### config.mk
export PLATFORM = sky130hd
export DESIGN_NAME = stereo_linear_resampler_core
export DESIGN_NICKNAME = d
export VERILOG_FILES = /design/src/rtl/slr_pkg.sv /design/src/rtl/stereo_linear_resampler_core.sv
export SDC_FILE = /design/constraint.sdc
export NUM_CORES = 2
export LEC_CHECK = 0
export CORE_MARGIN = 2
export CORE_UTILIZATION = 25
export DETAILED_ROUTE_END_ITERATION = 10
export DONT_BUFFER_PORTS = 1
export HOLD_SLACK_MARGIN = 0.12
export PLACE_DENSITY_LB_ADDON = 0.3
export SYNTH_ARGS = -nofsm -noshare
export SYNTH_HDL_FRONTEND = slang
export SYNTH_SLANG_ARGS = --single-unit
### constraint.sdc
create_clock -name clk -period 24 [get_ports clk]
set_input_delay 0 -clock clk [delete_from_list [all_inputs] [get_ports clk]]
set_output_delay 0 -clock clk [all_outputs]
set_load 0.02 [all_outputs]
### src/rtl/slr_pkg.sv
`default_nettype none

package slr_pkg;

    localparam int SAMPLE_W          = 16;
    localparam int PHASE_FRAC_BITS   = 16;
    localparam int PHASE_W           = 18;
    localparam int ACC_W             = PHASE_W + 1;
    localparam int COUNT_W           = 16;
    localparam int MAX_OUT_PER_FRAME = 64;
    localparam int N_W               = $clog2(MAX_OUT_PER_FRAME + 1);
    localparam int DIFF_W            = SAMPLE_W + 1;
    localparam int PROD_W            = DIFF_W + PHASE_FRAC_BITS + 1;
    localparam int NUM_W             = PROD_W + 1;
    localparam int TDATA_W           = 2 * SAMPLE_W;
    localparam int CFG_IDX_W         = 1;
    localparam int CFG_DATA_W        = PHASE_W;

    localparam logic [PHASE_W-1:0] STEP_RATIO_RESET = PHASE_W'(1) << PHASE_FRAC_BITS;
    localparam logic [COUNT_W-1:0] FRAMES_RESET     = COUNT_W'(1024);
    localparam logic [ACC_W-1:0]   PHASE_ONE        = ACC_W'(1) << PHASE_FRAC_BITS;

    typedef enum logic [CFG_IDX_W-1:0] {
        REG_STEP_RATIO = 1'b0,
        REG_FRAMES     = 1'b1
    } cfg_reg_t;

endpackage

`default_nettype wire

### src/rtl/stereo_linear_resampler_core.sv
// After a source frame transaction the gate, loop and multiply steps come before the emit
//   step loads the first output frame. No new source frame is taken until the current one
//   leaves the 3-step microcode loop around the multiplier and is stored (or is only stored).
// Output register decouples the sides: a stalled output only holds the emit step.
// Reset (rst_n, async, active low): step_ratio=1.0, frames_to_emit=1024, history and
//   phase cleared, no output pending.
`default_nettype none

module stereo_linear_resampler_core
    import slr_pkg::*;
(
    input  wire logic                  clk,
    input  wire logic                  rst_n,
    // source frames
    input  wire logic                  s_tvalid,
    output      logic                  s_tready,
    input  wire logic [TDATA_W-1:0]    s_tdata,   // [15:0] left_in, [31:16] right_in
    input  wire logic                  s_tuser,   // [0] block_start
    // resampled frames
    output      logic                  m_tvalid,
    input  wire logic                  m_tready,
    output      logic [TDATA_W-1:0]    m_tdata,   // [15:0] left_out, [31:16] right_out
    output      logic                  m_tlast,   // last_frame
    // register writes
    input  wire logic                  cfg_valid,
    output      logic                  cfg_ready,
    input  wire logic [CFG_IDX_W-1:0]  cfg_index,
    input  wire logic [CFG_DATA_W-1:0] cfg_data
);

    // ------------------------------------------------------------------
    // Microcode: step names, branch kinds and the control word.
    // ------------------------------------------------------------------
    typedef enum logic [2:0] {
        ST_IDLE  = 3'd0,   // wait for a source frame
        ST_GATE  = 3'd1,   // skip interpolation if no history or block finished
        ST_LOOP  = 3'd2,   // loop test: phase < 1, cap, count, not done
        ST_MUL   = 3'd3,   // (cur - prev) * frac into product registers
        ST_EMIT  = 3'd4,   // finish lerp, load output, advance phase/count
        ST_FIX   = 3'd5,   // wrap phase past one, or zero it
        ST_STORE = 3'd6    // current frame becomes history
    } step_t;

    typedef enum logic [2:0] {
        BR_NEXT,   // step + 1
        BR_GOTO,   // target
        BR_IN,     // hold until a source transaction, then step + 1
        BR_SKIP,   // target if interpolation is skipped, else step + 1
        BR_EXIT,   // target when the loop test fails, else step + 1
        BR_OUT     // hold while the output register is full and stalled, then target
    } br_t;

    typedef struct packed {
        br_t   br;
        step_t target;
        logic  ld_in;
        logic  mul;
        logic  emit;
        logic  fix;
        logic  store;
    } ucode_t;

    function automatic ucode_t ucode_rom(input step_t s);
        ucode_t w;
        begin
            w = '{br: BR_GOTO, target: ST_IDLE, default: 1'b0};
            unique case (s)
                ST_IDLE:  begin w.br = BR_IN;   w.ld_in = 1'b1; end
                ST_GATE:  begin w.br = BR_SKIP; w.target = ST_STORE; end
                ST_LOOP:  begin w.br = BR_EXIT; w.target = ST_FIX; end
                ST_MUL:   begin w.br = BR_NEXT; w.mul = 1'b1; end
                ST_EMIT:  begin w.br = BR_OUT;  w.target = ST_LOOP; w.emit = 1'b1; end
                ST_FIX:   begin w.br = BR_NEXT; w.fix = 1'b1; end
                ST_STORE: begin w.br = BR_GOTO; w.target = ST_IDLE; w.store = 1'b1; end
                default:  begin w.br = BR_GOTO; w.target = ST_IDLE; end
            endcase
            return w;
        end
    endfunction

    localparam logic signed [NUM_W-1:0] TRUNC_BIAS = (NUM_W'(1) << PHASE_FRAC_BITS) - NUM_W'(1);

    // prev*ONE + product, truncated toward zero, back to sample width
    function automatic logic signed [SAMPLE_W-1:0] lerp_fin(
        input logic signed [SAMPLE_W-1:0] a,
        input logic signed [PROD_W-1:0]   p
    );
        logic signed [NUM_W-1:0] num;
        logic signed [NUM_W-1:0] adj;
        logic signed [NUM_W-1:0] q;
        begin
            num = (NUM_W'(a) <<< PHASE_FRAC_BITS) + NUM_W'(p);
            adj = num + (num[NUM_W-1] ? TRUNC_BIAS : '0);
            q   = adj >>> PHASE_FRAC_BITS;
            return q[SAMPLE_W-1:0];
        end
    endfunction

    // ------------------------------------------------------------------
    // Registers
    // ------------------------------------------------------------------
    step_t                        step_reg,    step_next;
    logic [PHASE_W-1:0]           ratio_reg,   ratio_next;
    logic [COUNT_W-1:0]           frames_reg,  frames_next;
    logic signed [SAMPLE_W-1:0]   prev_l_reg,  prev_l_next;
    logic signed [SAMPLE_W-1:0]   prev_r_reg,  prev_r_next;
    logic signed [SAMPLE_W-1:0]   cur_l_reg,   cur_l_next;
    logic signed [SAMPLE_W-1:0]   cur_r_reg,   cur_r_next;
    logic                         have_reg,    have_next;
    logic [PHASE_W-1:0]           phase_reg,   phase_next;
    logic [ACC_W-1:0]             ph_reg,      ph_next;      // working phase
    logic [COUNT_W-1:0]           emitted_reg, emitted_next;
    logic                         done_reg,    done_next;
    logic [N_W-1:0]               n_reg,       n_next;       // outputs for this frame
    logic signed [PROD_W-1:0]     prod_l_reg,  prod_l_next;
    logic signed [PROD_W-1:0]     prod_r_reg,  prod_r_next;
    logic                         ovalid_reg,  ovalid_next;
    logic signed [SAMPLE_W-1:0]   out_l_reg,   out_l_next;
    logic signed [SAMPLE_W-1:0]   out_r_reg,   out_r_next;
    logic                         olast_reg,   olast_next;

    // ------------------------------------------------------------------
    // Datapath helpers
    // ------------------------------------------------------------------
    ucode_t                         uw;
    logic                           in_fire;
    logic                           stall;
    logic                           below_one;
    logic                           loop_ok;
    logic                           skip;
    logic signed [DIFF_W-1:0]       diff_l;
    logic signed [DIFF_W-1:0]       diff_r;
    logic signed [PHASE_FRAC_BITS:0] frac_s;
    logic [COUNT_W-1:0]             cnt_inc;

    assign uw        = ucode_rom(step_reg);
    assign s_tready  = (step_reg == ST_IDLE);
    assign in_fire   = s_tvalid && s_tready;
    assign stall     = uw.emit && ovalid_reg && !m_tready;
    assign below_one = (ph_reg[ACC_W-1:PHASE_FRAC_BITS] == '0);
    assign loop_ok   = !done_reg && below_one && (n_reg < N_W'(MAX_OUT_PER_FRAME))
                       && (emitted_reg < frames_reg);
    assign skip      = !have_reg || done_reg;
    assign diff_l    = DIFF_W'(cur_l_reg) - DIFF_W'(prev_l_reg);
    assign diff_r    = DIFF_W'(cur_r_reg) - DIFF_W'(prev_r_reg);
    assign frac_s    = {1'b0, ph_reg[PHASE_FRAC_BITS-1:0]};
    assign cnt_inc   = emitted_reg + COUNT_W'(1);

    assign cfg_ready = 1'b1;
    assign m_tvalid  = ovalid_reg;
    assign m_tdata   = {out_r_reg, out_l_reg};
    assign m_tlast   = olast_reg;

    always_comb
    begin
        step_next    = step_reg;
        ratio_next   = ratio_reg;
        frames_next  = frames_reg;
        prev_l_next  = prev_l_reg;
        prev_r_next  = prev_r_reg;
        cur_l_next   = cur_l_reg;
        cur_r_next   = cur_r_reg;
        have_next    = have_reg;
        phase_next   = phase_reg;
        ph_next      = ph_reg;
        emitted_next = emitted_reg;
        done_next    = done_reg;
        n_next       = n_reg;
        prod_l_next  = prod_l_reg;
        prod_r_next  = prod_r_reg;
        ovalid_next  = ovalid_reg;
        out_l_next   = out_l_reg;
        out_r_next   = out_r_reg;
        olast_next   = olast_reg;

        // output register drains on its handshake
        if (ovalid_reg && m_tready)
        begin
            ovalid_next = 1'b0;
        end

        // register writes; the user must make them only while idle, the block does not check
        if (cfg_valid)
        begin
            unique case (cfg_reg_t'(cfg_index))
                REG_STEP_RATIO: ratio_next  = cfg_data;
                REG_FRAMES:     frames_next = cfg_data[COUNT_W-1:0];
                default:        ;
            endcase
        end

        // sequencer
        case (uw.br)
            BR_NEXT: step_next = step_t'(step_reg + 3'd1);
            BR_GOTO: step_next = uw.target;
            BR_IN:   step_next = in_fire ? step_t'(step_reg + 3'd1) : step_reg;
            BR_SKIP: step_next = skip ? uw.target : step_t'(step_reg + 3'd1);
            BR_EXIT: step_next = loop_ok ? step_t'(step_reg + 3'd1) : uw.target;
            BR_OUT:  step_next = stall ? step_reg : uw.target;
            default: step_next = ST_IDLE;
        endcase

        // microcode operations
        if (uw.ld_in && in_fire)
        begin
            cur_l_next = s_tdata[SAMPLE_W-1:0];
            cur_r_next = s_tdata[TDATA_W-1:SAMPLE_W];
            n_next     = '0;
            if (s_tuser)
            begin
                phase_next   = '0;
                ph_next      = '0;
                emitted_next = '0;
                done_next    = 1'b0;
                have_next    = 1'b0;
            end
            else
            begin
                ph_next = ACC_W'(phase_reg);
            end
        end

        if (uw.mul)
        begin
            prod_l_next = diff_l * frac_s;
            prod_r_next = diff_r * frac_s;
        end

        if (uw.emit && !stall)
        begin
            ovalid_next  = 1'b1;
            out_l_next   = lerp_fin(prev_l_reg, prod_l_reg);
            out_r_next   = lerp_fin(prev_r_reg, prod_r_reg);
            olast_next   = (cnt_inc >= frames_reg);
            done_next    = done_reg || (cnt_inc >= frames_reg);
            emitted_next = cnt_inc;
            n_next       = n_reg + N_W'(1);
            ph_next      = ph_reg + ACC_W'(ratio_reg);
        end

        if (uw.fix)
        begin
            phase_next = below_one ? '0 : PHASE_W'(ph_reg - PHASE_ONE);
        end

        if (uw.store)
        begin
            prev_l_next = cur_l_reg;
            prev_r_next = cur_r_reg;
            have_next   = 1'b1;
        end
    end

    always_ff @(posedge clk or negedge rst_n)
    begin
        if (!rst_n)
        begin
            step_reg    <= ST_IDLE;
            ratio_reg   <= STEP_RATIO_RESET;
            frames_reg  <= FRAMES_RESET;
            prev_l_reg  <= '0;
            prev_r_reg  <= '0;
            cur_l_reg   <= '0;
            cur_r_reg   <= '0;
            have_reg    <= 1'b0;
            phase_reg   <= '0;
            ph_reg      <= '0;
            emitted_reg <= '0;
            done_reg    <= 1'b0;
            n_reg       <= '0;
            prod_l_reg  <= '0;
            prod_r_reg  <= '0;
            ovalid_reg  <= 1'b0;
            out_l_reg   <= '0;
            out_r_reg   <= '0;
            olast_reg   <= 1'b0;
        end
        else
        begin
            step_reg    <= step_next;
            ratio_reg   <= ratio_next;
            frames_reg  <= frames_next;
            prev_l_reg  <= prev_l_next;
            prev_r_reg  <= prev_r_next;
            cur_l_reg   <= cur_l_next;
            cur_r_reg   <= cur_r_next;
            have_reg    <= have_next;
            phase_reg   <= phase_next;
            ph_reg      <= ph_next;
            emitted_reg <= emitted_next;
            done_reg    <= done_next;
            n_reg       <= n_next;
            prod_l_reg  <= prod_l_next;
            prod_r_reg  <= prod_r_next;
            ovalid_reg  <= ovalid_next;
            out_l_reg   <= out_l_next;
            out_r_reg   <= out_r_next;
            olast_reg   <= olast_next;
        end
    end

endmodule

`default_nettype wire

**Word level (Yosys, flattened, before mapping)**

Index checks and enable logic that the tools add are counted.

- Add/sub/neg operators: 11
- Multipliers: 2
- Divide/modulo/power cells: 0
- Order comparisons: 3
- Eq/ne operators: 13
- Shifts and indexed selects: 0
- Multiplexer cells: 32
- Bitwise gates (word level): 1
- Reductions and logical operators: 32

Operator list:

| cell | number |
|---|---|
| 18-bit 2-to-1 mux | 5 |
| 16-bit 2-to-1 mux | 5 |
| 32-bit by 34-bit adder with 35-bit output | 2 |
| 17-bit by 17-bit multiplier with 34-bit output | 2 |
| 32-bit by 16-bit adder with 32-bit output | 2 |
| 19-bit 2-to-1 mux | 2 |
| 16-bit by 16-bit subtractor with 17-bit output | 2 |
| 19-bit by 18-bit adder with 19-bit output | 1 |
| 3-bit case mux with 6 select lines | 1 |
| 18-bit by 17-bit subtractor with 18-bit output, second input constant | 1 |
| 16-bit by 1-bit adder with 16-bit output, second input constant | 1 |
| 16-bit >= comparator | 1 |
| 16-bit less-than comparator | 1 |
| 3-bit == test, second input constant | 5 |
| 3-bit case mux with 5 select lines | 1 |
| 7-bit 2-to-1 mux | 2 |
| 2-bit nonzero test | 7 |
| 3-bit by 2-bit == test with 1-bit output, second input constant | 4 |
| 3-bit 2-to-1 mux | 4 |
| 2-bit AND reduction | 6 |
| 1-bit 2-to-1 mux | 11 |
| 1-bit logical AND | 9 |
| 3-bit logical NOT | 3 |
| 3-bit case mux with 3 select lines | 1 |
| other kinds (9) | 15 |

- Flip-flop bits (word level): 265
- Bits in latches: 0
- Bits in writable memories: 0
- Bits in read-only memories: 0
- Input port bits: 57
- Word-level logic and storage cells: 113
- Memories kept: 0

**Depth between registers and ports, before layout**

- Word-level depth: 8
- Depth in mapped cells: 36
- Mapped depth without buffers: 35

**Least setup slack after synthesis**

Ideal clock, no wire load.

- Kind: flip-flop to flip-flop
- Start: reg prev_l_reg[0]
- End: reg prod_l_reg[32]
- Data arrival time: 8.374 ns
- Required time: 23.875 ns
- Setup slack: 15.502 ns
- Cell stages (with the launch flop): 30
- Buffers on the path: 1
- Period minus slack after synthesis: 8.498 ns
- Path through: dfrtp_1 > ha_1 > fa_1 > nor2b_1 > o21ai_1 > a21boi_0 > o21ai_1 > a21oi_1 > a41oi_1 > a2111o_1 > a21oi_1 > o22ai_1 > clkbuf_1 > and2_1 > fa_1 > fa_1 > fa_1 > fa_1 > fa_1 > fa_1 > ha_1 > a21o_1 > a21o_1 > a21o_1 > o41ai_4 > o31ai_1 > or4_1 > a31oi_1 > xnor2_1 > mux2_2

- Longest elaborated chain between the ends: 2

Ends and longest elaborated chain:

| what | line | source |
|---|---|---|
| start: declaration | stereo_linear_resampler_core.sv:105 | `logic signed [SAMPLE_W-1:0] prev_l_reg, prev_l_next;` |
| start signal: assignment | stereo_linear_resampler_core.sv:283 | `prev_l_reg <= prev_l_next;` |
| 16-bit by 16-bit subtractor with 17-bit output | stereo_linear_resampler_core.sv:144 | `assign diff_l = DIFF_W'(cur_l_reg) - DIFF_W'(prev_l_reg);` |
| 17-bit by 17-bit multiplier with 34-bit output | stereo_linear_resampler_core.sv:225 | `prod_l_next = diff_l * frac_s;` |
| end signal: assignment | stereo_linear_resampler_core.sv:293 | `prod_l_reg <= prod_l_next;` |
| end: declaration | stereo_linear_resampler_core.sv:115 | `logic signed [PROD_W-1:0] prod_l_reg, prod_l_next;` |

Every way passes these cells.
A chain may end at the register's enable or synchronous reset.

**Final worst setup path**

- Start: reg prev_r_reg[0]
- End: reg prod_r_reg[33]

- Longest elaborated chain between the ends: 2

Ends and longest elaborated chain:

| what | line | source |
|---|---|---|
| start: declaration | stereo_linear_resampler_core.sv:106 | `logic signed [SAMPLE_W-1:0] prev_r_reg, prev_r_next;` |
| start signal: assignment | stereo_linear_resampler_core.sv:284 | `prev_r_reg <= prev_r_next;` |
| 16-bit by 16-bit subtractor with 17-bit output | stereo_linear_resampler_core.sv:145 | `assign diff_r = DIFF_W'(cur_r_reg) - DIFF_W'(prev_r_reg);` |
| 17-bit by 17-bit multiplier with 34-bit output | stereo_linear_resampler_core.sv:226 | `prod_r_next = diff_r * frac_s;` |
| end signal: assignment | stereo_linear_resampler_core.sv:294 | `prod_r_reg <= prod_r_next;` |
| end: declaration | stereo_linear_resampler_core.sv:116 | `logic signed [PROD_W-1:0] prod_r_reg, prod_r_next;` |

Every way passes these cells.

==> summary.txt <==
Run status
  – Outcome: completed

GRT
  – Initial antenna violation count: 8
  – Largest net degree at the start of global routing: about 270
  – Global-route wire length before repair: 157 mm
  – Number of global-route vias before repair: just under 30000
  – Total track usage: roughly an eighth
  – Gr ovfl total: 0

Clock tree
  – # resized after CTS: 0
  – CTS max path bufs: 3
  – CTS tree: yes
  – Cts bufs inserted: 34
  – Clock sink count: 265
  – Clock-pin transition on the worst setup and hold timing paths: roughly 0.060 ns
  – Worst-Skew Late Latency: ~0.57 ns
  – CTS HTree Levels: 2
  – Clk root buf: clkbuf_16

Place
  – Port bufs: 0
  – DPL Wire Length: 71.2 mm
  – Placed cells: about 6000
  – GP Congestion: around 0.8
  – Placed Area: ~0.040 mm2

Setup path
  – R2R Path Start: prev_r_reg[0]
  – R2r worst-path depth: 33
  – Critical path type: reg2reg
  – CP max FO: 16
  – Worst setup SP type: flip-flop
  – Crit end category: flip-flop
  – R2R Setup Slk: between 10 and 15 ns
  – Critical Path AT: 10.06 ns
  – Slowest Stage Delay on Critical Path: ~0.9 ns
  – Crit path top cell by count: fa_1
  – CP max-delay cell: xnor2_2
  – Reg-to-Reg End: prod_r_reg[33]
  – Critical Path RT: 24.41 ns

Layout
  – Share of layout cells above drive strength 1: between 6 and 7%
  – Area delta synth->final: 12.3%
  – Non-Filler Instances: approximately 6000
  – Final core occ: between 20% and 30%
  – # nets final: ~5000
  – Finished Cell Area: between 0.04 and 0.05 mm2
  – Commonest non-fill, non-tap cells in the layout: inv_1, fa_1, nand2_1
  – Most common cell after layout, fill and taps aside: inv_1

Yosys
  – Yosys warns: 0
  – Post-synthesis register bit count: 265
  – Sequential share of the synthesized area: 17.8%
  – Leading area contributor after synthesis: fa_1
  – Top FF cell, synth: dfrtp_1
  – Synth unique cells: 77
  – Post-Synthesis Cells: just over 4000
  – Post-Syn Nets: roughly 5000
  – Mapped cell area: ~0.037 mm2
  – EDFF count, synth: 0
  – Synth top area cells: fa_1, dfrtp_1, ha_1
  – Synth top area share: approximately 30%
  – Mean cell area of the mapped netlist: 9.19 um2
  – Fraction of registers with async set/reset: 100%

Detailed routing
  – Routed WL: 94.4 mm
  – DR pass1 iterations: 5
  – DRC Markers: 0
  – Iteration-0 DRC count of the detailed router: about 1300
  – Drt via density: 4.48
  – Vias: 27100
  – Routed len/inst: 15.6 um
  – Detail Route Antenna Nets: 0

STA
  – Setup total negative slack: 0 ns
  – Period minus WS final: 9.65 ns
  – Max-Slew Margin vs Limit: between 10% and 20%
  – Max Fclk: 0.104 GHz
  – Final Hold Violating Endpoints: 0
  – Fin crit share: between 40 and 50%
  – Final setup viols: 0
  – Worst Max-Slew Pin Slew: 1.22 ns
  – Clock skew: about 0.026 ns
  – RSZ-0062 raised after global routing: no
  – Max-slew violation count: 0

Floorplanning
  – Total I/O pin count: 93
  – Row cnt: ~140
  – Die area: around 0.15 mm2
  – Chip width: 391 um
  – Die Y-Extent: just under 400 um
  – Core Region: between 0.1 and 0.15 mm2
  – Starting Density: roughly 25%

Flow run
  – MaxCap Viol Count: 0

Worst hold path
  – Min-delay worst type: in2async
cell type report:
cell class	count	area [um2]
sequential	265	6640
clock buffer	47	971
antenna	2	5.00
fill	15800	106000
inverter	787	2950
clock inverter	15	166
tap	1930	2410
timing repair buffer	160	1500
multi-input combinational	2850	27300
cells by family (layout without fill, tap and decap cells):
logic type      count (synthesis)  after routing  synth area share, %
fa+ha+maj                     890            890                 40.8
other cells                     1              3               0.0100
xor+xnor                      185            185                 4.34
compound gates                546            546                 9.56
flops                         265            265                 17.8
buf+inv                       947           1009                 9.53
simple gates                 1113           1113                 14.5
mux                           115            115                 3.45
critical path, delay by kind of cell, from the launching register on:
kind | cells | cell delay (ns)
AOI/OAI and AO/OA | 10 | 2.20
xor gates and xnor gates | 2 | 1.19
adders and majority gates | 9 | 3.86
buffers and inverters | 5 | 0.46
DFF | 1 | 0.40
and+or+nand+nor | 7 | 1.36
routing by layer:
metal  GRT usage [%]  vias up  share of wire, %
li1                -    12900                 -
met1            16.7    13800                46
met2            22.5      332                50
met3            1.39       92               3.0
met4            2.74        4               1.7
met5               0        -             0.024
Yosys cell counts (32+ instances only):
cell type and n:
inv_1 786, fa_1 551, nand2_1 497, ha_1 332, dfrtp_1 263, and2_1 229, clkbuf_1 156, a21oi_1 131
xnor2_1 126, o21ai_0 124, mux2_2 111, nor2_1 105, a21o_1 68, nor2b_1 64, xor2_1 59, nand3_1 39
nand2b_1 33, nor3_1 32, o21a_1 32
worst max-delay path by stage:
stage                        from        endpoint  slack [ns]  cells past startpoint
floorplan           prev_l_reg[0]  prod_l_reg[32]       15.50                     29
global placement    prev_r_reg[0]  prod_r_reg[33]       14.45                     33
detailed placement  prev_r_reg[0]  prod_r_reg[33]       14.45                     33
CTS                 prev_r_reg[0]  prod_r_reg[33]       14.38                     33
global route        prev_r_reg[0]  prod_r_reg[33]       13.69                     33
finish              prev_r_reg[0]  prod_r_reg[33]       14.35                     33
repair_timing:
action,in CTS,in global routing
setup buffers,0,0
hold buffers,103,0
endpoints found under the setup margin,0,0
hold endpoints to repair,392,0
metrics by stage:
stage | hold slack, ns | setup WS (ns)
after floorplan | -0.296 | 15.50
final | 0.0941 | 14.35
after CTS | 0.140 | 14.38
after global placement | -0.274 | 14.45
after detailed placement | -0.274 | 14.45
after global routing | 0.148 | 13.69
Power is not shown: default switching activity piles up to over one toggle a cycle in this logic, so the estimate is an artifact.
